<file path="src/rtl/sacl_pkg.sv">
// Shared types, codes and default sizes for the set-associative cache LRU simulator.
package sacl_pkg;

    localparam int DEF_MAX_SET_BITS = 6;
    localparam int DEF_MAX_WAYS     = 8;
    localparam int DEF_ADDR_BITS    = 32;

    localparam int STAMP_W      = 32;
    localparam int TOTAL_W      = 32;
    localparam int SET_BITS_W   = 3;
    localparam int WAYS_W       = 4;
    localparam int BLOCK_BITS_W = 5;
    localparam int CFG_DATA_W   = 5;
    localparam int CFG_IDX_W    = 2;
    localparam int OPCODE_W     = 2;
    localparam int OUTCOME_W    = 2;

    typedef enum logic [OPCODE_W-1:0] {
        OP_LOAD   = 2'd0,
        OP_STORE  = 2'd1,
        OP_MODIFY = 2'd2,
        OP_FETCH  = 2'd3
    } t_opcode;

    typedef enum logic [OUTCOME_W-1:0] {
        OUT_HIT   = 2'd0,
        OUT_COLD  = 2'd1,
        OUT_EVICT = 2'd2
    } t_outcome;

    typedef enum logic [CFG_IDX_W-1:0] {
        CFG_SET_BITS   = 2'd0,
        CFG_WAYS       = 2'd1,
        CFG_BLOCK_BITS = 2'd2
    } t_cfg_index;

    typedef struct packed {
        logic clear_wr;
        logic accept;
        logic read;
        logic match;
        logic scan;
        logic commit;
        logic last;
    } t_dp_cmd;

    typedef struct packed {
        logic clear_done;
        logic in_fetch;
        logic in_modify;
        logic hit;
        logic empty;
        logic scan_done;
        logic out_free;
    } t_dp_status;

endpackage

</file>
<file path="src/rtl/sacl_ctrl.sv">
// Sequencing state machine for the cache simulator: clearing pass, lookup steps and commit.
module sacl_ctrl (
    input  logic                  i_clk,
    input  logic                  i_rst_n,
    input  logic                  i_valid,
    output logic                  o_stall,
    input  sacl_pkg::t_dp_status  i_status,
    output sacl_pkg::t_dp_cmd     o_cmd
);
    import sacl_pkg::*;

    typedef enum logic [2:0] {
        S_CLEAR,
        S_IDLE,
        S_READ,
        S_MATCH,
        S_SCAN,
        S_COMMIT
    } t_state;

    t_state r_state;
    logic   r_modify;
    logic   r_second;

    always_comb begin
        o_cmd          = '0;
        o_cmd.clear_wr = (r_state == S_CLEAR);
        o_cmd.accept   = (r_state == S_IDLE) && i_valid;
        o_cmd.read     = (r_state == S_READ);
        o_cmd.match    = (r_state == S_MATCH);
        o_cmd.scan     = (r_state == S_SCAN);
        o_cmd.commit   = (r_state == S_COMMIT) && i_status.out_free;
        // Only the first lookup of a modify is not the last result of its item.
        o_cmd.last     = !(r_modify && !r_second);
    end

    assign o_stall = (r_state != S_IDLE);

    always_ff @(posedge i_clk) begin
        if (!i_rst_n) begin
            r_state  <= S_CLEAR;
            r_modify <= 1'b0;
            r_second <= 1'b0;
        end else begin
            unique case (r_state)
                S_CLEAR: begin
                    if (i_status.clear_done) begin
                        r_state <= S_IDLE;
                    end
                end
                S_IDLE: begin
                    if (i_valid && !i_status.in_fetch) begin
                        r_state  <= S_READ;
                        r_modify <= i_status.in_modify;
                        r_second <= 1'b0;
                    end
                end
                S_READ: begin
                    r_state <= S_MATCH;
                end
                S_MATCH: begin
                    if (i_status.hit || i_status.empty) begin
                        r_state <= S_COMMIT;
                    end else begin
                        r_state <= S_SCAN;
                    end
                end
                S_SCAN: begin
                    if (i_status.scan_done) begin
                        r_state <= S_COMMIT;
                    end
                end
                S_COMMIT: begin
                    if (i_status.out_free) begin
                        if (r_modify && !r_second) begin
                            r_second <= 1'b1;
                            r_state  <= S_READ;
                        end else begin
                            r_state <= S_IDLE;
                        end
                    end
                end
                default: begin
                    r_state <= S_CLEAR;
                end
            endcase
        end
    end

endmodule

</file>
<file path="config.mk">
export PLATFORM = sky130hd
export DESIGN_NAME = sacl_ctrl
export DESIGN_NICKNAME = d
export VERILOG_FILES = /design/src/rtl/sacl_pkg.sv /design/src/rtl/sacl_ctrl.sv
export SDC_FILE = /design/constraint.sdc
export NUM_CORES = 1
export LEC_CHECK = 0
export BUFFER_PORTS_ARGS = -buffer_cell sky130_fd_sc_hd__buf_2
export CAP_MARGIN = 20
export CORE_AREA = 2 2 39 41
export CTS_BUF_LIST = sky130_fd_sc_hd__clkbuf_4 sky130_fd_sc_hd__clkbuf_8 sky130_fd_sc_hd__clkbuf_16
export DETAILED_ROUTE_END_ITERATION = 7
export DIE_AREA = 0 0 41 43
export PLACE_DENSITY = 0.49
export RECOVER_POWER = 100
export SYNTH_ARGS = -nofsm -noshare
export SYNTH_HDL_FRONTEND = slang
export SYNTH_SLANG_ARGS = --single-unit
</file>
<file path="constraint.sdc">
create_clock -name i_clk -period 1.6 [get_ports i_clk]
set_input_delay 0.32 -clock i_clk [delete_from_list [all_inputs] [get_ports i_clk]]
set_output_delay 0.32 -clock i_clk [all_outputs]
set_load 0.05 [all_outputs]
</file>
After elaboration in Yosys (flattened, before gate mapping)
Index checks and enable logic that the tools add are counted.

cells by class
  equal/unequal tests = 11
  mux-type cells = 11
  reductions and logical operators = 13

operator list
  cell                                                   number
  case mux 3 bit (6 select lines)                        1
  2-to-1 mux 3 bit                                       4
  AND reduction 4 bit                                    2
  == test 3 x 2 -> 1 bit, second input constant          2
  == test 3 bit, second input constant                   2
  inequality test 2 bit, second input constant           3
  logical AND 1 bit                                      4
  2-to-1 mux 1 bit                                       4
  inequality test 2 x 1 -> 1 bit, second input constant  2
  == test 3 x 1 -> 1 bit, second input constant          1
  zero test 1 bit                                        3
  zero test 3 bit                                        1
  inequality test 3 x 1 -> 1 bit, second input constant  1
  2-to-1 mux 2 bit                                       1
  case mux 1 bit (2 select lines)                        1
  AND reduction 2 bit                                    1
  nonzero test 2 bit                                     1
  logical OR 1 bit                                       1

storage, ports and cells
  register bits = 5
  input bits = 10
  output and inout bits = 8
  word-level logic and storage cells = 38

Logic depth before layout (Yosys ltp)
Gate-level depths: netlist of run 1.

  depth after elaboration = 5
  depth in mapped cells = 5
  depth with buffers taken out = 4

Worst setup path before layout of run 1
OpenSTA, ideal clock, no wires.

  kind = register -> output
  start = register r_state[2]
  end = output port o_cmd[2] (netlist bit)
  arrival = 1.765 ns
  data required time = 1.280 ns
  slack = -0.485 ns
  stages on the path, launching flop included = 3
  buffers on the path = 1
  cells stage by stage = dfxtp_1 -> buf_2 -> nor3b_1

RTL lines
  what                      line             RTL
  start: declaration        sacl_ctrl.sv:21  t_state r_state;
  start signal: assignment  sacl_ctrl.sv:41  r_state <= S_CLEAR;
  start signal: assignment  sacl_ctrl.sv:48  r_state <= S_IDLE;
  start signal: assignment  sacl_ctrl.sv:53  r_state <= S_READ;
  end: declaration          sacl_ctrl.sv:8   output sacl_pkg::t_dp_cmd o_cmd

==> results by group, run 1 <==
Outcome
  – Status: complete, no violations

Die
  – Std-Cell Rows: 14
  – Die width: 41 um
  – Initial core utilization: 0.254
  – Core Region: roughly 1400 um2
  – I/O pin cnt: 18
  – Die height: roughly 43 um
  – Die area: between 1500 and 2000 um2

Pwr
  – Total power: ~1.0 mW
  – Net Sw Frac: 0.517
  – Logic pwr share: 0.603
  – Maximum VDD drop: around 460 uV
  – P_int: around 0.5 mW
  – Psw: ~0.53 mW
  – P per Cell Area: 2050 nW/um2
  – Clock power frac: 0.154
  – Sequential power share: 0.243
  – Static leakage: roughly 0.24 nW

Yosys
  – Syn Area/Cell: 8.58 um2
  – Syn Nets: roughly 50
  – Post-synthesis register bit count: 5
  – Synthesized cell area: about 350 um2
  – YS warnings: 0
  – Seq/Total Area, Yosys: 0.285
  – Synth Instances: between 40 and 50
  – Count of cell types in the netlist: 24

Job
  – Max Cap Viol: 0

Layout
  – ANT cells: 0
  – Layout cells sized above 1: 0.500
  – Area growth syn-to-layout: 43.4%
  – Fill cells: ~150
  – Nets: slightly above 70
  – Most common cell after layout, fill and taps aside: buf_2
  – Most frequent cells in the layout: buf_2, nand2b_1, clkbuf_4

STA
  – Final period util: 0.950
  – Clk_skew: 1.13 ps
  – Minimum clock period: roughly 1500 ps
  – Final setup fails: 0
  – Fin. Hold Viols: 0
  – Worst-margin pin slew: between 300 and 400 ps
  – Final hold slack: 361 ps
  – Worst setup margin: 79.7 ps
  – Fmax: 0.658 GHz
  – RSZ-0062 raised after global routing: false
  – Slew Limit Fails: 0
  – Max-slew headroom: 0.755

CTS
  – Clk pin slew, worst setup/hold paths: approximately 40 ps
  – CTS max path bufs: 2
  – Cts bufs inserted: 3
  – CTS Root Buffer Type: clkbuf_4
  – Sinks on Clock Net: 5
  – CTS tree: yes
  – # Post-CTS Setup Buffers: 0
  – Skew-Pair Late Insertion Delay: between 200 and 250 ps
  – CTS HTree Levels: 1

Detailed routing
  – WL per Instance: approximately 10 um
  – Vias per inst: 4.76
  – DR pass1 iterations: 2
  – Post-DRT Antenna Nets: 0
  – Post-route DRC: 0
  – Drt total wl: ~800 um
  – Iter 0 DRT Violations: 2
  – Via count: between 300 and 400

Hold path
  – Hold/Removal Path Class: input pin to flip-flop

Worst setup path
  – Critical path buffer and inverter count: 1
  – Data arrival, critical path: between 1000 and 1500 ps
  – Max incr delay on CP: 390 ps
  – Worst Setup Start Kind: flip-flop
  – Max Fanout on Critical Path: 14
  – Worst EP required: between 1000 and 1500 ps
  – Worst Setup End Kind: output port
  – CP delay by family, top: flip-flops
  – Crit-path cells: nor3b_4 -> and2_1 -> buf_4
  – CP Class: flip-flop to output port
  – Slowest CP cell: dfxtp_4

GRT
  – GR Overflow Total: 0
  – Pin count of the biggest net entering global routing: 15
  – First-pass GRT wire length: around 1.2 mm
  – Tot GR Track Use: 0.103
  – Initial antenna violation count: 0
  – Vias in the first global route: 331

Placed design
  – Port bufs: 17
  – Pre-CTS setup slack: between 90 and 100 ps
  – Global placer's final weighted congestion: ~0.66
  – Dpl hpwl: 652 um
[worst paths after layout]
check                           from                      end  slack (ps)  cells past startpoint
max          r_state[2]$_SDFFE_PN0P_                 o_cmd[5]          80                      3
min                          i_rst_n  r_state[2]$_SDFFE_PN0P_         360                      3
max reg2reg  r_state[2]$_SDFFE_PN0P_    r_second$_SDFFE_PN0P_         190                      3
min reg2reg    r_modify$_SDFFE_PN0P_    r_modify$_SDFFE_PN0P_         490                      2
[per-layer routing]
metal  vias up  wire length, um  GRT usage
li1        194                -          -
met5         -                0          0
met1       159              357      0.107
met4         0                0     0.0600
met2         9              390      0.169
met3         0               37     0.0314
[kinds of logic after synthesis]
kind of cell	Yosys count	share of synthesized area
AO/OA/AOI/OAI	13	0.324
buffers and inverters	5	0.0641
flip-flops	5	0.285
AND/OR/NAND/NOR	18	0.327
[stage by stage]
stage / TNS, ps / area (um2) / cells / util
2_1_floorplan: -5.65 / 369 / 41 / -
3_3_place_gp: 0 / 467 / 72 / 0.337
3_5_place_dp: 0 / 467 / 72 / 0.337
4_1_cts: 0 / 508 / 76 / 0.367
5_1_grt: 0 / 504 / 76 / 0.364
6_report: 0 / 504 / 76 / 0.364
[worst register-to-register path, cell delays in order (launching register included)]
cell and delay, ps:
dfxtp_4 390, or3b_1 410, a221oi_1 310, o221a_1 240
[what timing repair did]
action | CTS | global route
pin swaps | 1 | 1
hold buffers | 0 | 0
hold endpoints to repair | 0 | 0
setup endpoints to repair | 5 | 4
cloned | 0 | 0
resized for setup | 4 | 3
[synth_stat cells (all sizes together)]
cell type  instances  area share
a21o               1       0.021
a21oi              3       0.043
a221oi             2       0.068
a2bb2oi            1       0.025
and2               1       0.018
buf                3       0.043
dfxtp              5        0.28
inv                2       0.021
nand2              2       0.021
nand2b             4       0.071
nand3b             1       0.021
nand4b             1       0.025
nor2               3       0.032
nor3               2       0.028
nor3b              3       0.078
o211a              1       0.028
o21ai              1       0.014
o21bai             1       0.021
o221a              1       0.032
o32ai              1       0.025
o41ai              1       0.046
or3b               1       0.032
[power groups by stage]
stage	Combinational (mW)	Sequential, mW	Clock, mW
5_1_grt	0.671	0.262	0.175
4_1_cts	0.639	0.249	0.170
3_5_place_dp	0.619	0.239	0
3_3_place_gp	0.623	0.240	0
6_report	0.623	0.251	0.160
2_1_floorplan	0.557	0.184	0
[state kept, by name (all words and copies together), names as in the netlist]
signal / cells
r_state: 3
r_second: 1
r_modify: 1
[area by class of cell]
cell class	instances	area, um2	share of cell area
multi-input combinational	31	244	0.484
clock buffer	4	30.0	0.0596
sequential	5	105	0.208
inverter	2	7.51	0.0149
tap	16	20.0	0.0397
timing repair buffer	18	97.6	0.194
Note: power is estimated with default switching activity, not from simulation.
==> inputs of run 2 (changes only) <==
Settings changed: PLACE_DENSITY 0.49 to 0.51.
Clock period 1.6 ns to 1.3 ns, I/O delays scaled along.
==> run 2 against run 1 <==
Compared with the run above:
- first-iteration DRC count is 50% higher
- sequential power is 7% higher
- cell count is 16% higher
- sequential share of layout area is 6.4 points lower
- clock-buffer cell count stayed put
- the flow now finishes with violations (setup timing)
- clock skew is 3.0 ps higher
- largest cell class unchanged
- register-to-register slack worse by 200 ps
- largest power group unchanged
- combinational power is 120% higher
==> results by group, run 2 (synthesized netlist as in run 1, its figures left out) <==
GRT
  – Vias in the first global route: ~400
  – Initial antenna violation count: 0
  – Pin count of the biggest net entering global routing: 9
  – Tot GR Track Use: 0.145
  – GR Overflow Total: 0
  – First-pass GRT wire length: approximately 1.7 mm

CTS
  – CTS tree: yes
  – Skew-Pair Late Insertion Delay: around 240 ps
  – CTS max path bufs: 2
  – Sinks on Clock Net: 5
  – CTS Root Buffer Type: clkbuf_4
  – Clk pin slew, worst setup/hold paths: 50 ps
  – CTS HTree Levels: 1
  – Cts bufs inserted: 3

Die
  – I/O pin cnt: 18
  – Std-Cell Rows: 14
  – Die area: about 1800 um2
  – Core Region: 1380 um2
  – Initial core utilization: 0.254
  – Die height: about 43 um
  – Die width: just over 40 um

Layout
  – Most frequent cells in the layout: buf_4, buf_2, buf_6
  – Fill cells: between 100 and 150
  – Nets: 83
  – Most common cell after layout, fill and taps aside: buf_4
  – Area growth syn-to-layout: 105%
  – ANT cells: 0
  – Footprint of the multi-input gates: ~310 um2
  – Final Non-Filler Cells: 88
  – Largest registers: r_state x3, r_modify x1, r_second x1
  – Max FFs per register: 3
  – FF+latch area: 104 um2
  – Fin util: 0.520
  – Biggest register: r_state
  – Layout cells sized above 1: 0.708

STA
  – Clk_skew: 4.18 ps
  – Slew Limit Fails: 0
  – Minimum clock period: 1450 ps
  – Final period util: 1.11
  – Fmax: a little under 0.7 GHz
  – Worst-margin pin slew: around 320 ps
  – Setup_tns: -653 ps
  – Fin. Hold Viols: 0
  – Max-slew headroom: 0.787
  – Final setup fails: 8
  – RSZ-0062 raised after global routing: true
  – Worst setup margin: -149 ps

Detailed routing
  – Iter 0 DRT Violations: 3
  – WL per Instance: between 10 and 15 um
  – Vias per inst: approximately 4.8
  – DR pass1 iterations: 2
  – Via count: between 400 and 500
  – Drt total wl: 1.04 mm
  – Post-DRT Antenna Nets: 0
  – Post-route DRC: 0

Worst setup path
  – CP Class: flip-flop to output port
  – Setup crit start: r_state[2]$_SDFFE_PN0P_
  – Critical R2R Launch: r_state[2]$_SDFFE_PN0P_
  – Max Fanout on Critical Path: 4
  – Worst EP required: roughly 1000 ps
  – Worst Setup Start Kind: flip-flop
  – Data arrival, critical path: around 1200 ps
  – Worst Setup End Kind: output port

Placed design
  – Port bufs: 17
  – Global placer's final weighted congestion: 0.709
  – Placed cell count: between 70 and 80
  – Dpl hpwl: between 700 and 800 um

Pwr
  – Logic pwr share: 0.742
  – P per Cell Area: between 2000 and 3000 nW/um2
  – P_int: between 0.9 and 1 mW
  – Sequential power share: 0.148
  – Maximum VDD drop: between 1000 and 1500 uV
  – Net Sw Frac: 0.459
  – Psw: a little over 0.8 mW
  – Clock power frac: 0.110
  – Static leakage: ~0.32 nW

Hold path
  – Hold/Removal Path Class: input pin to flip-flop
  – Hold path start: i_rst_n

Outcome
  – Status: finished with violations
  – Failing checks: setup timing

Job
  – Max Cap Viol: 0
-- run 2: cell types whose count changed in the layout (fill, tap and decap cells not counted), sizes merged --
cell / delta
buf: +15
clkbuf: -3
-- run 2: metrics by stage --
step | worst slack [ps] | power, mW | cell area, um2 | hold slack [ps]
2_1_floorplan | -88.0 | 1.01 | 404 | 392
3_3_place_gp | -24.0 | 1.25 | 548 | 480
3_5_place_dp | -44.1 | 1.25 | 548 | 473
4_1_cts | -139 | 1.75 | 687 | 306
5_1_grt | -231 | 1.94 | 719 | 313
6_report | -149 | 1.81 | 719 | 314
-- run 2: worst max-delay path: stages, from the launching register on --
cell and delay [ps]:
dfxtp_2 340, nor3b_4 280, and2_4 190, buf_8 140
-- run 2: timing repair --
| action | CTS | global route |
|---|---|---|
| gates resized for setup | 24 | 6 |
| endpoints found under the setup margin | 8 | 10 |
| hold buffers | 0 | 0 |
| pin swaps | 2 | 1 |
| setup buffers | 3 | 2 |
-- run 2: power by group through the flow --
stage,sequential [mW],combinational (mW),clock [mW]
finish,0.268,1.35,0.200
global route,0.279,1.43,0.228
CTS,0.266,1.28,0.205
detailed placement,0.251,0.996,0
global placement,0.248,0.997,0
floorplan,0.232,0.774,0
-- run 2: area by class of cell --
type,count,share of cell area
inverters,2,0.0104
well taps,16,0.0278
flip-flops and latches,5,0.144
repair buffers,30,0.344
multi-input cells,31,0.431
clock buffers,4,0.0417
-- run 2: path summary, 6_finish.rpt --
path,endpoint,slack (ps),cells past startpoint
worst min-delay path,r_second$_SDFFE_PN0P_,310,2
worst max register to register,r_second$_SDFFE_PN0P_,-10,5
worst max-delay path,o_cmd[5],-150,3
worst min register to register,r_modify$_SDFFE_PN0P_,480,2
-- run 2: routing by layer --
| layer | track usage | vias up | part of all wire |
|---|---|---|---|
| met2 | 0.234 | 14 | 0.52 |
| li1 | - | 216 | - |
| met5 | 0 | - | 0 |
| met4 | 0.0800 | 0 | 0 |
| met3 | 0.0314 | 0 | 0.064 |
| met1 | 0.165 | 188 | 0.42 |
==> inputs of run 3 (changes only) <==
Settings changed: ABC_AREA set to 1, PLACE_DENSITY 0.51 to 0.52, REMOVE_ABC_BUFFERS set to 1.
==> run 3 against run 2 <==
Compared with the run above:
- the flow still finishes with violations (setup timing)
- power fell by 5.0%
- die area unchanged
- clock power about the same
- global-route usage is 1.2 points lower
- combinational power decreased by 9.6%
- hold slack got worse by 32 ps
- non-clock buffer count decreased by 4
- critical endpoint unchanged
==> results by group, run 3 <==
Outcome
  – Status: finished with violations
  – Failing checks: setup timing

Worst setup path
  – Slowest CP cell: dfxtp_4
  – CP Class: flip-flop to output port
  – Max incr delay on CP: between 300 and 400 ps
  – Worst Setup Start Kind: flip-flop
  – Max Fanout on Critical Path: 4
  – Critical path buffer and inverter count: 2
  – Crit-path cells: inv_4 -> nor2_4 -> nand2_2 -> nor2_4 -> buf_6
  – Critical Path Most Common Cell: nor2_4
  – CP delay by family, top: flip-flops
  – Worst Setup End Kind: output port
  – Data arrival, critical path: roughly 1100 ps
  – Worst EP required: 1040 ps

Yosys
  – Synthesized cell area: around 360 um2
  – Seq/Total Area, Yosys: 0.275
  – Dominant cell type by area after synthesis: dfxtp_1
  – Top cells by area, synth: dfxtp_1, nand2_1, inv_1
  – Synth Instances: 62
  – Count of cell types in the netlist: 12
  – Most used DFF post-synth: dfxtp_1
  – Post-synthesis register bit count: 5
  – EDFF count, synth: 0
  – Ys async rst share: 0
  – Cell with the most instances after synthesis: nand2_1
  – Top post-synthesis cells by count: nand2_1, inv_1, nor2_1, nand3_1, dfxtp_1
  – Syn Area/Cell: 5.87 um2
  – Synth top area share: 0.275
  – YS warnings: 0

GRT
  – Vias in the first global route: 410
  – First-pass GRT wire length: 1.55 mm
  – Tot GR Track Use: 0.133
  – Pin count of the biggest net entering global routing: 8
  – Initial antenna violation count: 0
  – GR Overflow Total: 0

STA
  – Clk_skew: between 3 and 4 ps
  – Fmax: about 0.74 GHz
  – Max-slew headroom: 0.835
  – Final period util: 1.03
  – Worst-margin pin slew: around 250 ps
  – RSZ-0062 raised after global routing: true
  – Worst setup margin: -45.2 ps
  – Minimum clock period: roughly 1300 ps
  – Setup_tns: -154 ps
  – Final setup fails: 4
  – Slew Limit Fails: 0
  – Fin. Hold Viols: 0

Die
  – Initial core utilization: 0.263
  – Die width: 41 um
  – Die height: about 43 um
  – I/O pin cnt: 18
  – Core Region: between 1000 and 1500 um2
  – Std-Cell Rows: 14
  – Die area: between 1500 and 2000 um2

Detailed routing
  – Drt total wl: about 890 um
  – DR pass1 iterations: 2
  – Vias per inst: 4.05
  – Via count: 437
  – WL per Instance: 8.28 um
  – Post-DRT Antenna Nets: 0
  – Post-route DRC: 0
  – Iter 0 DRT Violations: 3

CTS
  – Clk pin slew, worst setup/hold paths: around 40 ps
  – CTS max path bufs: 2
  – Hold buffers post-CTS: 0
  – Sinks on Clock Net: 5
  – CTS Root Buffer Type: clkbuf_4
  – Cts bufs inserted: 3
  – CTS HTree Levels: 1
  – Skew-Pair Late Insertion Delay: about 240 ps
  – CTS tree: yes

Layout
  – Max FFs per register: 3
  – Fill cells: ~150
  – Nets: a little over 100
  – Largest registers: r_state x3, r_modify x1, r_second x1
  – ANT cells: 0
  – Fin util: 0.472
  – Most common cell after layout, fill and taps aside: nand2_1
  – Most frequent cells in the layout: nand2_1, buf_2, inv_1
  – Biggest register: r_state
  – Layout cells sized above 1: 0.554
  – Post-route cell area: around 650 um2
  – Area growth syn-to-layout: 79.4%

Pwr
  – Maximum VDD drop: 794 uV
  – Total power: ~1.7 mW
  – P per Cell Area: approximately 2600 nW/um2
  – Static leakage: roughly 0.34 nW

Hold path
  – Hold/Removal Path Class: input pin to flip-flop

Placed design
  – Dpl hpwl: between 700 and 800 um
  – DP Area: around 510 um2
  – Port bufs: 17
  – Pre-CTS setup slack: about 53 ps
  – Global placer's final weighted congestion: 0.765

Job
  – Max Cap Viol: 0
-- run 3: cell families after synthesis --
kind of cell	share of synthesized area
buf+inv	0.134
simple gates	0.550
compound gates	0.0412
flops	0.275
-- run 3: timing repair --
action                                  CTS  global route
gates resized for setup                  25             5
pin swaps                                 1             0
buffers inserted                          3             1
endpoints found under the setup margin    7             7
gates cloned                              0             0
-- run 3: worst paths after layout --
| path | start | cells past startpoint | endpoint | slack, ps |
|---|---|---|---|---|
| worst max-delay path | r_state[0]$_SDFFE_PN0P_ | 5 | o_cmd[5] | -50 |
| worst min-delay path | i_rst_n | 3 | r_second$_SDFFE_PN0P_ | 280 |
| worst max register to register | r_state[0]$_SDFFE_PN0P_ | 10 | r_modify$_SDFFE_PN0P_ | 40 |
| worst min register to register | r_second$_SDFFE_PN0P_ | 2 | r_second$_SDFFE_PN0P_ | 470 |
-- run 3: tightest hold or removal path, delay by kind of cell --
kind | cells | cell delay (ps)
buf+inv | 1 | 110
simple gates | 2 | 100
-- run 3: cell type report --
cell class / count / area (um2) / area share
clock buffers: 4 / 30.0 / 0.0460
repair buffers: 26 / 200 / 0.307
flip-flops and latches: 5 / 111 / 0.170
well taps: 16 / 20.0 / 0.0307
multi-input cells: 44 / 238 / 0.364
inverters: 13 / 53.8 / 0.0824
-- run 3: layer usage --
layer	vias up	track usage	wire length [um]
met1	179	0.151	402
met3	2	0.0314	31
met2	7	0.200	453
met4	0	0.100	6
li1	249	-	-
met5	-	0	0
-- run 3: stage by stage --
stage / cells / hold WS, ps
after floorplan: 62 / 386
after detailed placement: 100 / 466
after CTS: 107 / 275
final: 108 / 282
after global placement: 100 / 455
after global routing: 108 / 290
-- run 3: where the power goes --
group,switching (mW),total [mW],internal [mW]
combinational,0.732,1.22,0.488
clock,0.0601,0.197,0.137
sequential,0.0712,0.305,0.234
total,0.864,1.72,0.859
